**config.mk**
```make
export PLATFORM = sky130hd
export DESIGN_NAME = position_ramp_motor_drive
export DESIGN_NICKNAME = d
export VERILOG_FILES = /design/src/rtl/core/prmd_pkg.sv /design/src/rtl/core/prmd_divider.sv /design/src/rtl/core/prmd_datapath.sv /design/src/rtl/core/prmd_ctrl.sv /design/src/rtl/core/position_ramp_motor_drive.sv
export SDC_FILE = /design/constraint.sdc
export NUM_CORES = 2
export LEC_CHECK = 0
export ABC_AREA = 0
export ABC_CLOCK_PERIOD_IN_PS = 24800
export BUFFER_PORTS_ARGS = -buffer_cell sky130_fd_sc_hd__buf_2
export CAP_MARGIN = 20
export CORE_MARGIN = 2
export CORE_UTILIZATION = 55
export DETAILED_ROUTE_END_ITERATION = 10
export HOLD_SLACK_MARGIN = 0.02
export PLACE_DENSITY = 0.72
export SLEW_MARGIN = 15
export SYNTH_ARGS = -nofsm -noshare
export SYNTH_HDL_FRONTEND = slang
export SYNTH_SLANG_ARGS = --single-unit
```
**constraint.sdc**
```tcl
create_clock -name aclk -period 24.8 [get_ports aclk]
set_input_delay 0 -clock aclk [delete_from_list [all_inputs] [get_ports aclk]]
set_output_delay 0 -clock aclk [all_outputs]
set_load 0.01 [all_outputs]
```
**src/rtl/core/prmd_pkg.sv**
```systemverilog
// prmd_pkg: shared types and constants of the position ramp motor drive
// holds the payload structs, controller states and the controller/datapath command bus
// no dependencies
package prmd_pkg;

    // register indexes on the configuration port
    localparam int CFG_INDEX_BITS = 4;
    localparam logic [CFG_INDEX_BITS-1:0] CFG_MIN_SPEED = 4'd0;
    localparam logic [CFG_INDEX_BITS-1:0] CFG_MAX_SPEED = 4'd1;
    localparam logic [CFG_INDEX_BITS-1:0] CFG_END_LOW   = 4'd2;
    localparam logic [CFG_INDEX_BITS-1:0] CFG_END_HIGH  = 4'd3;
    localparam int CFG_DATA_BITS  = 32;

    localparam int FIELD_POS_BITS = 32;
    localparam int SPEED_BITS     = 15;
    localparam logic [SPEED_BITS-1:0] MAX_SPEED_RESET = 15'd24000;

    // control loop constants
    localparam int IDLE_BAND      = 100;
    localparam int NEAR_BAND      = 1000;
    localparam int ZERO_BAND      = 20;
    localparam int RAMP_SLOW      = 1;
    localparam int RAMP_FAST      = 100;
    localparam int RAMP_LIMIT     = 100;
    localparam int STEP_NORMAL    = 1;
    localparam int STEP_REVERSE   = 3;
    localparam int PERCENT_SCALE  = 100;
    localparam int COARSE_SHIFT   = 4;
    localparam int DUTY_SHIFT     = 3;
    localparam logic [2:0] STILL_RELOAD = 3'd3;

    // divide by 99 as multiply by ceil(2^29/99) and shift, exact below 2^22
    localparam int RECIP_SHIFT    = 29;
    localparam int RECIP_BITS     = 45;
    localparam logic [22:0] RECIP_99 = 23'd5422939;

    // quotient bits of the percent division
    localparam int PCT_QBITS      = 8;
    localparam int DIV_QW         = 8;
    localparam int DIV_CNT_BITS   = 4;

    typedef struct packed {
        logic [FIELD_POS_BITS-1:0] position;
        logic [FIELD_POS_BITS-1:0] goal;
    } in_word_t;

    typedef struct packed {
        logic [11:0]        duty_forward;
        logic [11:0]        duty_reverse;
        logic signed [7:0]  ramp_speed;
        logic [7:0]         travel_percent;
        logic [15:0]        coarse_position;
        logic [15:0]        actuations;
        logic               active;
    } out_word_t;

    typedef enum logic [3:0] {
        ST_IDLE,
        ST_PREP,
        ST_DRV_OLD,
        ST_UPDATE,
        ST_MUL_NEW,
        ST_DRV_NEW,
        ST_FINISH,
        ST_WAIT_PCT,
        ST_DONE
    } state_t;

    typedef struct packed {
        logic     load;
        logic     prep;
        logic     recip;
        logic     div_start;
        logic     update;
        logic     mul_new;
        logic     finish;
        logic     out_load;
    } cmd_t;

    typedef struct packed {
        logic div_busy;
        logic out_free;
    } status_t;

endpackage

```
**src/rtl/core/prmd_divider.sv**
```systemverilog
// prmd_divider: restoring divider, one quotient bit per cycle
// divisor comes pre-aligned to the top quotient bit; uses prmd_pkg
module prmd_divider #(
    parameter int DW = 48
) (
    input  logic                              aclk,
    input  logic                              aresetn,
    input  logic                              start,
    input  logic [DW-1:0]                     dividend,
    input  logic [DW-1:0]                     divisor_aligned,
    input  logic [prmd_pkg::DIV_CNT_BITS-1:0] steps,
    output logic                              busy,
    output logic [prmd_pkg::DIV_QW-1:0]       quotient
);
    import prmd_pkg::*;

    logic [DW-1:0]           rem_reg, rem_next;
    logic [DW-1:0]           dsh_reg, dsh_next;
    logic [DIV_QW-1:0]       q_reg, q_next;
    logic [DIV_CNT_BITS-1:0] cnt_reg, cnt_next;
    logic                    busy_reg, busy_next;
    logic                    take;

    always_comb begin
        take      = rem_reg >= dsh_reg;
        rem_next  = rem_reg;
        dsh_next  = dsh_reg;
        q_next    = q_reg;
        cnt_next  = cnt_reg;
        busy_next = busy_reg;
        if (start) begin
            rem_next  = dividend;
            dsh_next  = divisor_aligned;
            q_next    = '0;
            cnt_next  = steps;
            busy_next = 1'b1;
        end else if (busy_reg) begin
            if (take) begin
                rem_next = rem_reg - dsh_reg;
            end
            q_next    = {q_reg[DIV_QW-2:0], take};
            dsh_next  = dsh_reg >> 1;
            cnt_next  = cnt_reg - 1'b1;
            busy_next = cnt_reg != DIV_CNT_BITS'(1);
        end
    end

    always_ff @(posedge aclk) begin
        if (!aresetn) begin
            busy_reg <= 1'b0;
            cnt_reg  <= '0;
        end else begin
            busy_reg <= busy_next;
            cnt_reg  <= cnt_next;
        end
    end

    always_ff @(posedge aclk) begin
        rem_reg <= rem_next;
        dsh_reg <= dsh_next;
        q_reg   <= q_next;
    end

    assign busy     = busy_reg;
    assign quotient = q_reg;

endmodule

```
**src/rtl/core/prmd_datapath.sv**
```systemverilog
// prmd_datapath: loop state, configuration registers, interpolation and output register
// driven by cmd_t from prmd_ctrl; uses prmd_pkg and prmd_divider
module prmd_datapath #(
    parameter int PW = 32
) (
    input  logic                                aclk,
    input  logic                                aresetn,
    input  prmd_pkg::in_word_t                  s_data,
    input  logic                                cfg_we,
    input  logic [prmd_pkg::CFG_INDEX_BITS-1:0] cfg_index,
    input  logic [prmd_pkg::CFG_DATA_BITS-1:0]  cfg_data,
    input  prmd_pkg::cmd_t                      cmd,
    output prmd_pkg::status_t                   status,
    output logic                                m_valid,
    input  logic                                m_ready,
    output prmd_pkg::out_word_t                 m_data
);
    import prmd_pkg::*;

    localparam int DW = PW + 8;
    localparam int NW = PW + 7;

    // configuration
    logic [SPEED_BITS-1:0] min_reg, max_reg;
    logic [PW-1:0]         end_low_reg, end_high_reg;

    // loop state
    logic [PW-1:0]     pos_reg, goal_reg, prev_pos_reg, prev_goal_reg;
    logic signed [7:0] ramp_reg, ramp_next;
    logic [2:0]        still_reg, still_next;
    logic              running_reg, running_next;
    logic [15:0]       starts_reg;

    // per tick work registers
    logic [PW-1:0]         offset_reg, span_reg;
    logic [NW-1:0]         scaled_reg;
    logic [21:0]           prod_reg;
    logic [SPEED_BITS-1:0] drive_q_reg;
    logic                  lt20_reg, lt100_reg, lt1000_reg, pos_lt_goal_reg;
    logic                  old_zero_reg, loop_ran_reg;
    logic [SPEED_BITS-1:0] mag_reg;

    logic                  m_valid_reg;
    out_word_t             m_data_reg;

    // divider
    logic                    div_busy;
    logic [DIV_QW-1:0]       div_q;
    logic [DW-1:0]           div_dividend, div_divisor;
    logic [DIV_CNT_BITS-1:0] div_steps;

    // combinational helpers
    logic [PW-1:0]         pos_in, goal_in, diff;
    logic [SPEED_BITS-1:0] range;
    logic [7:0]            ramp_neg;
    logic [6:0]            ramp_mag;
    logic                  moved, goal_changed, run_eff, old_zero;
    logic [2:0]            still_eff;
    logic signed [8:0]     ramp_ext, desired, step, ramp_calc;
    logic [SPEED_BITS:0]   drive_sum;
    logic [SPEED_BITS-1:0] new_mag;
    logic                  pct_sat;
    logic [7:0]            pct;
    logic [PW+15:0]        coarse_ext;
    logic [15:0]           coarse;

    assign pos_in  = s_data.position[PW-1:0];
    assign goal_in = s_data.goal[PW-1:0];
    assign diff    = (pos_reg > goal_reg) ? pos_reg - goal_reg : goal_reg - pos_reg;
    assign range   = (max_reg >= min_reg) ? max_reg - min_reg : '0;
    assign ramp_neg = -ramp_reg;
    assign ramp_mag = ramp_reg[7] ? ramp_neg[6:0] : ramp_reg[6:0];

    always_ff @(posedge aclk) begin
        if (!aresetn) begin
            min_reg      <= '0;
            max_reg      <= MAX_SPEED_RESET;
            end_low_reg  <= '0;
            end_high_reg <= '1;
        end else if (cfg_we) begin
            unique case (cfg_index)
                CFG_MIN_SPEED: min_reg      <= cfg_data[SPEED_BITS-1:0];
                CFG_MAX_SPEED: max_reg      <= cfg_data[SPEED_BITS-1:0];
                CFG_END_LOW:   end_low_reg  <= cfg_data[PW-1:0];
                CFG_END_HIGH:  end_high_reg <= cfg_data[PW-1:0];
                default: ;
            endcase
        end
    end

    // divider: travel percent by the span
    assign div_dividend = DW'(scaled_reg);
    assign div_divisor  = DW'(span_reg) << (PCT_QBITS - 1);
    assign div_steps    = DIV_CNT_BITS'(PCT_QBITS);

    prmd_divider #(.DW(DW)) u_div (
        .aclk            (aclk),
        .aresetn         (aresetn),
        .start           (cmd.div_start),
        .dividend        (div_dividend),
        .divisor_aligned (div_divisor),
        .steps           (div_steps),
        .busy            (div_busy),
        .quotient        (div_q)
    );

    // loop update
    always_comb begin
        moved        = pos_reg != prev_pos_reg;
        goal_changed = goal_reg != prev_goal_reg;
        run_eff      = running_reg || moved || goal_changed;
        still_eff    = (moved || (!running_reg && goal_changed)) ? STILL_RELOAD : still_reg;
        old_zero     = (ramp_reg == 8'sd0) || (min_reg == '0 && drive_q_reg == '0);

        ramp_ext  = 9'(ramp_reg);
        desired   = lt1000_reg ? 9'(RAMP_SLOW) : 9'(RAMP_FAST);
        if (!pos_lt_goal_reg) begin
            desired = -desired;
        end
        step      = (!pos_lt_goal_reg != ramp_reg[7]) ? 9'(STEP_REVERSE) : 9'(STEP_NORMAL);
        ramp_calc = ramp_ext;
        if (lt20_reg) begin
            ramp_calc = '0;
        end else if (desired > ramp_ext) begin
            ramp_calc = ramp_ext + step;
        end else if (desired < ramp_ext) begin
            ramp_calc = ramp_ext - step;
        end
        if (ramp_calc > 9'(RAMP_LIMIT)) begin
            ramp_calc = 9'(RAMP_LIMIT);
        end else if (ramp_calc < -9'(RAMP_LIMIT)) begin
            ramp_calc = -9'(RAMP_LIMIT);
        end

        ramp_next    = ramp_reg;
        still_next   = still_reg;
        running_next = running_reg;
        if (run_eff) begin
            if (lt100_reg && old_zero) begin
                running_next = 1'b0;
                still_next   = still_eff;
            end else begin
                ramp_next = ramp_calc[7:0];
                if (still_eff == '0) begin
                    running_next = 1'b0;
                    still_next   = still_eff;
                end else begin
                    running_next = 1'b1;
                    still_next   = still_eff - 1'b1;
                end
            end
        end
    end

    assign drive_sum = {1'b0, min_reg} + {1'b0, drive_q_reg};
    assign new_mag   = (ramp_reg == 8'sd0) ? '0 : drive_sum[SPEED_BITS-1:0];

    always_ff @(posedge aclk) begin
        if (!aresetn) begin
            prev_pos_reg  <= '0;
            prev_goal_reg <= '0;
            ramp_reg      <= '0;
            still_reg     <= '0;
            running_reg   <= 1'b0;
            starts_reg    <= '0;
        end else begin
            if (cmd.update) begin
                prev_pos_reg  <= pos_reg;
                prev_goal_reg <= goal_reg;
                ramp_reg      <= ramp_next;
                still_reg     <= still_next;
                running_reg   <= running_next;
            end
            if (cmd.finish && loop_ran_reg && old_zero_reg && new_mag != '0) begin
                starts_reg <= starts_reg + 1'b1;
            end
        end
    end

    always_ff @(posedge aclk) begin
        if (cmd.load) begin
            pos_reg  <= pos_in;
            goal_reg <= goal_in;
        end
        if (cmd.prep) begin
            offset_reg      <= (pos_reg > end_low_reg) ? pos_reg - end_low_reg : '0;
            span_reg        <= (end_high_reg > end_low_reg) ? end_high_reg - end_low_reg : '0;
            lt20_reg        <= diff < PW'(ZERO_BAND);
            lt100_reg       <= diff < PW'(IDLE_BAND);
            lt1000_reg      <= diff < PW'(NEAR_BAND);
            pos_lt_goal_reg <= pos_reg < goal_reg;
        end
        // scale after the offset register, and the interpolation quotient by 99
        if (cmd.recip) begin
            scaled_reg  <= NW'(offset_reg) * NW'(PERCENT_SCALE);
            drive_q_reg <= SPEED_BITS'((RECIP_BITS'(prod_reg) * RECIP_BITS'(RECIP_99))
                                       >> RECIP_SHIFT);
        end
        if (cmd.prep || cmd.mul_new) begin
            prod_reg <= 22'(ramp_mag - 7'd1) * 22'(range);
        end
        if (cmd.update) begin
            old_zero_reg <= old_zero;
            loop_ran_reg <= run_eff && !(lt100_reg && old_zero);
        end
        if (cmd.finish) begin
            mag_reg <= new_mag;
        end
    end

    // output word
    assign pct_sat    = (PW + 8)'(scaled_reg) >= {span_reg, 8'b0};
    assign pct        = (span_reg == '0) ? 8'd0 : (pct_sat ? 8'hFF : div_q[7:0]);
    assign coarse_ext = {16'b0, offset_reg} >> COARSE_SHIFT;
    assign coarse     = (|coarse_ext[PW+15:16]) ? 16'hFFFF : coarse_ext[15:0];

    always_ff @(posedge aclk) begin
        if (!aresetn) begin
            m_valid_reg <= 1'b0;
        end else if (cmd.out_load) begin
            m_valid_reg <= 1'b1;
        end else if (m_ready) begin
            m_valid_reg <= 1'b0;
        end
    end

    always_ff @(posedge aclk) begin
        if (cmd.out_load) begin
            m_data_reg.duty_forward    <= (ramp_reg > 8'sd0) ? mag_reg[SPEED_BITS-1:DUTY_SHIFT]
                                                             : 12'd0;
            m_data_reg.duty_reverse    <= (ramp_reg < 8'sd0) ? mag_reg[SPEED_BITS-1:DUTY_SHIFT]
                                                             : 12'd0;
            m_data_reg.ramp_speed      <= ramp_reg;
            m_data_reg.travel_percent  <= pct;
            m_data_reg.coarse_position <= coarse;
            m_data_reg.actuations      <= starts_reg;
            m_data_reg.active          <= running_reg;
        end
    end

    assign status.div_busy = div_busy;
    assign status.out_free = !m_valid_reg || m_ready;
    assign m_valid         = m_valid_reg;
    assign m_data          = m_data_reg;

endmodule

```
**src/rtl/core/prmd_ctrl.sv**
```systemverilog
// prmd_ctrl: tick sequencer of the position ramp motor drive
// issues cmd_t to prmd_datapath and waits on status_t; uses prmd_pkg
module prmd_ctrl (
    input  logic              aclk,
    input  logic              aresetn,
    input  logic              s_valid,
    output logic              s_ready,
    input  prmd_pkg::status_t status,
    output prmd_pkg::cmd_t    cmd
);
    import prmd_pkg::*;

    state_t state_reg, state_next;

    always_ff @(posedge aclk) begin
        if (!aresetn) begin
            state_reg <= ST_IDLE;
        end else begin
            state_reg <= state_next;
        end
    end

    always_comb begin
        state_next  = state_reg;
        cmd         = '0;
        s_ready     = 1'b0;
        unique case (state_reg)
            ST_IDLE: begin
                s_ready = 1'b1;
                if (s_valid) begin
                    cmd.load   = 1'b1;
                    state_next = ST_PREP;
                end
            end
            ST_PREP: begin
                cmd.prep   = 1'b1;
                state_next = ST_DRV_OLD;
            end
            ST_DRV_OLD: begin
                cmd.recip  = 1'b1;
                state_next = ST_UPDATE;
            end
            ST_UPDATE: begin
                cmd.update = 1'b1;
                state_next = ST_MUL_NEW;
            end
            ST_MUL_NEW: begin
                cmd.mul_new = 1'b1;
                state_next  = ST_DRV_NEW;
            end
            ST_DRV_NEW: begin
                cmd.recip  = 1'b1;
                state_next = ST_FINISH;
            end
            ST_FINISH: begin
                cmd.finish    = 1'b1;
                cmd.div_start = 1'b1;
                state_next    = ST_WAIT_PCT;
            end
            ST_WAIT_PCT: begin
                if (!status.div_busy) begin
                    state_next = ST_DONE;
                end
            end
            ST_DONE: begin
                if (status.out_free) begin
                    cmd.out_load = 1'b1;
                    state_next   = ST_IDLE;
                end
            end
            default: begin
                state_next = ST_IDLE;
            end
        endcase
    end

endmodule

```
**src/rtl/core/position_ramp_motor_drive.sv**
```systemverilog
// position_ramp_motor_drive: closed-loop position drive with speed ramp and PWM duties
// top level; joins prmd_ctrl and prmd_datapath, uses prmd_pkg
//
//   channel  | ports                               | carries
//   ---------+-------------------------------------+-------------------------------------
//   input    | s_valid  s_ready  s_data            | one control tick: position, goal
//   result   | m_valid  m_ready  m_data            | duties, ramp, percent, coarse, counts
//   config   | cfg_valid cfg_ready cfg_index cfg_data | min/max speed, travel ends
//
// a tick goes from accept to result load, waiting in ST_DONE while the output is not free:
// the drive of the old and new ramp by a registered reciprocal multiply each, and
// an 8-step percent division in the restoring divider, plus the sequencing steps
// the next word can be taken the cycle after the load
// reset (aresetn low, synchronous) idles the loop, clears the ramp and counts
// and loads the register defaults; a stalled m_ready holds the result word
module position_ramp_motor_drive #(
    parameter int POSITION_BITS = 32
) (
    input  logic                                aclk,
    input  logic                                aresetn,
    input  logic                                s_valid,
    output logic                                s_ready,
    input  prmd_pkg::in_word_t                  s_data,
    output logic                                m_valid,
    input  logic                                m_ready,
    output prmd_pkg::out_word_t                 m_data,
    input  logic                                cfg_valid,
    output logic                                cfg_ready,
    input  logic [prmd_pkg::CFG_INDEX_BITS-1:0] cfg_index,
    input  logic [prmd_pkg::CFG_DATA_BITS-1:0]  cfg_data
);
    import prmd_pkg::*;

    // positions never exceed the 32-bit fields
    localparam int PW = (POSITION_BITS < FIELD_POS_BITS) ? POSITION_BITS : FIELD_POS_BITS;

    cmd_t    cmd;
    status_t status;

    // registers are to change only between ticks, which the block itself does not enforce; writes are always taken
    assign cfg_ready = 1'b1;

    // sequencer: one state per step of the tick
    prmd_ctrl u_ctrl (
        .aclk    (aclk),
        .aresetn (aresetn),
        .s_valid (s_valid),
        .s_ready (s_ready),
        .status  (status),
        .cmd     (cmd)
    );

    // loop state, divider and output register
    prmd_datapath #(.PW(PW)) u_dp (
        .aclk      (aclk),
        .aresetn   (aresetn),
        .s_data    (s_data),
        .cfg_we    (cfg_valid && cfg_ready),
        .cfg_index (cfg_index),
        .cfg_data  (cfg_data),
        .cmd       (cmd),
        .status    (status),
        .m_valid   (m_valid),
        .m_ready   (m_ready),
        .m_data    (m_data)
    );

`ifndef ASSERT_OFF
    // a started division must show busy on the next cycle
    a_div_busy: assert property (@(posedge aclk) disable iff (!aresetn)
        cmd.div_start |=> status.div_busy)
        else $error("divider not busy after start");

    // a result is loaded only into a free output slot
    a_out_free: assert property (@(posedge aclk) disable iff (!aresetn)
        cmd.out_load |-> status.out_free)
        else $error("result loaded over a waiting word");

    // ramp stays within its limits
    a_ramp_range: assert property (@(posedge aclk) disable iff (!aresetn)
        m_valid |-> (m_data.ramp_speed <= 8'sd100 && m_data.ramp_speed >= -8'sd100))
        else $error("ramp speed out of range");

    // at most one bridge leg is driven
    a_one_leg: assert property (@(posedge aclk) disable iff (!aresetn)
        m_valid |-> (m_data.duty_forward == '0 || m_data.duty_reverse == '0))
        else $error("both bridge legs driven");
`endif

endmodule
```
==> metrics.txt <==
synth top area cells edfxtp_1 (22%), fa_1 (15%), ha_1 (15%), dfxtp_1 (8.4%), inv_1 (6.4%); critical path's most frequent cell inv_1; Final min period 9415 ps; Worst Path Arrival 9800 ps; met2 Use GR 44.71%; Port Buffers 179; total iterations of the first detailed-routing run 6; Post-synth top cells inv_1 (861), ha_1 (591), nand2_1 (467), a21oi_1 (378), fa_1 (377); CTS tree yes; Hold Crit Start s_data[40]; global routing usage on met1 37.66%; nets@finish 6,659; routed via count 38,480; sequential share of the synthesized area 30.18%; CP endpoint kind flop; Post-CTS Setup Bufs 0; GRT Residual Overflow 0; Sink Count 576; Post-CTS Hold Buffers 109; fraction of the cycle the final worst path needs 37.97%; Max-slew headroom 38.72%; placer congestion estimate 0.9477; Initial DRC Count 2,728; Reg-to-Reg Start u_dp.min_reg[1]; CORE AREA 90,290 sq um; first-pass GRT wire length 206,300 um; initial antenna violation count 4; post-synth net total 6,427; I/O pin count 181; most numerous cell in the Yosys netlist inv_1; r2r worst-path depth 34; Final Setup Violations 0; fin. max-slew vios 0; DR vias/cell 5.646; met3 usage 3.968%; Fin Clk Skew 29.52 ps; Area Growth Syn to Fin 10.83%; Worst Hold Class in -> reg; Synth Area per Inst 9.390 sq um; die height 306.3 um; largest net degree at the start of global routing 91; worst path required time 25,180 ps; predominant post-synthesis flop cell edfxtp_1; Post-Syn Area 50,280 sq um; Setup CP Type reg -> reg; Synth Register Bits 576; FF-to-FF setup slack 15,380 ps; Syn Inst Count 5,354; hpwl dp 100,500 um; Chip Width 306.3 um; Yosys cell types 99; Root Driver clkbuf_16; clock transition at the registers of the reported paths 60 ps; status completed; largest area contributor in the netlist edfxtp_1; RSZ-0062 raised after global routing false; Final Hold Viols 0; Crit-path slowest cell fa_1; DIE AREA 93,840 sq um; number of synthesized flops with an enable pin 364; GRT busiest layer met2; max FFs per register 73; Worst Tran Pin Value 919.2 ps; proportion of layout cells with a drive suffix above 1 7.200%; Hold EP u_dp.pos_reg[8]; Peak Freq 106.2 MHz; CTS Buffer Depth 3; post-route ant nets 0; Yosys top cell area share 21.74%; GRT Overall Usage 27.73%; post-CTS resize count 0; Hold WS 69.34 ps; Post-synth ARST share 0%; Synth Warn # 0; Hold Path Stages 2; Starting Density 55.68%; number of global-route vias before repair 38,270; setup TNS 0 ps; Avg WL per Cell 18.84 um; slowest stage delay, CP 590 ps; R2R Path End u_dp.prod_reg[19]; Critical Path Fanout Max 20; number of cell rows 110; Post-Place Setup Slack 15,490 ps; DRC 0; Max-Cap Viols 0; critical path startpoint category flop; Final WS setup 15,380 ps; Routed WL 128,400 um; Worst-Skew Late Latency 640 ps; total CTS buffers 67; H-tree depth 3
[critical path: cells and delay by family, from the launching register on]
kind                       cells  cell delay, ps
AOI/OAI and AO/OA             12            3010
xor gates and xnor gates       1              80
adders and majority gates      8            3780
buffers and inverters          7             510
DFF                            1             430
and+or+nand+nor                6            1350
[cell families (layout without fill, tap and decap cells)]
logic type / count (synthesis) / after routing / synth area share (%)
flops: 576 / 576 / 30.18
mux: 59 / 59 / 1.187
xor+xnor: 275 / 275 / 4.791
buf+inv: 1024 / 1309 / 7.780
simple gates: 1447 / 1447 / 13.71
fa+ha+maj: 970 / 970 / 29.76
other cells: 1 / 2 / 0.007459
compound gates: 1002 / 1002 / 12.59
[area by class of cell]
cell class	count	area (sq um)
diodes	1	2.502
clock buffers	83	1831
clock inverters	39	501.7
fillers	7549	34560
inverters	864	3247
multi-input cells	3754	31240
flip-flops and latches	576	15180
well taps	1176	1471
repair buffers	323	2255
[worst max path at each step]
stage / slack (ps) / cells after the start / to / from
2_1_floorplan: 16280 / 36 / u_dp.prod_reg[19] / u_dp.min_reg[1]
4_1_cts: 15380 / 34 / u_dp.prod_reg[19] / u_dp.min_reg[1]
3_3_place_gp: 15660 / 34 / u_dp.prod_reg[19] / u_dp.min_reg[1]
3_5_place_dp: 15490 / 34 / u_dp.prod_reg[19] / u_dp.min_reg[1]
5_1_grt: 14590 / 34 / u_dp.prod_reg[19] / u_dp.min_reg[1]
6_report: 15380 / 34 / u_dp.prod_reg[19] / u_dp.min_reg[1]
[layer usage]
metal  share of wire, %  vias up  routed length, um
li1                   -    18600                  -
met1                 44    18490              56150
met2                 45     1171              58260
met4                4.3        4               5519
met3                6.6      226               8455
met5              0.021        -                 27
[per-stage QoR]
step	instances	area (sq um)	util (%)
3_5_place_dp	6581	52270	57.89
5_1_grt	6816	55720	61.72
2_1_floorplan	5354	50280	-
4_1_cts	6812	55690	61.68
6_report	6816	55720	61.72
3_3_place_gp	6581	52270	57.89
[layout by cell type, fill, tap and decap left out, drive strengths merged, types with 45 or more instances in the layout]
master       synthesis  routed
o21a                45      45
mux2i               54      54
buf                 43     212
nand2b              65      65
edfxtp             364     364
a21o               120     120
fa                 377     377
xor2                67      67
nor3                76      76
ha                 591     591
nor2               364     364
clkbuf             117      83
dfxtp              212     212
o21ai              198     198
nor2b               50      50
xnor2              208     208
nand3              131     131
nand2              468     468
inv                861     867
nand4               73      73
a21oi              379     379
dlygate4sd3          0     111
Power is not shown: default switching activity piles up to over one toggle a cycle in this logic, so the estimate is an artifact.
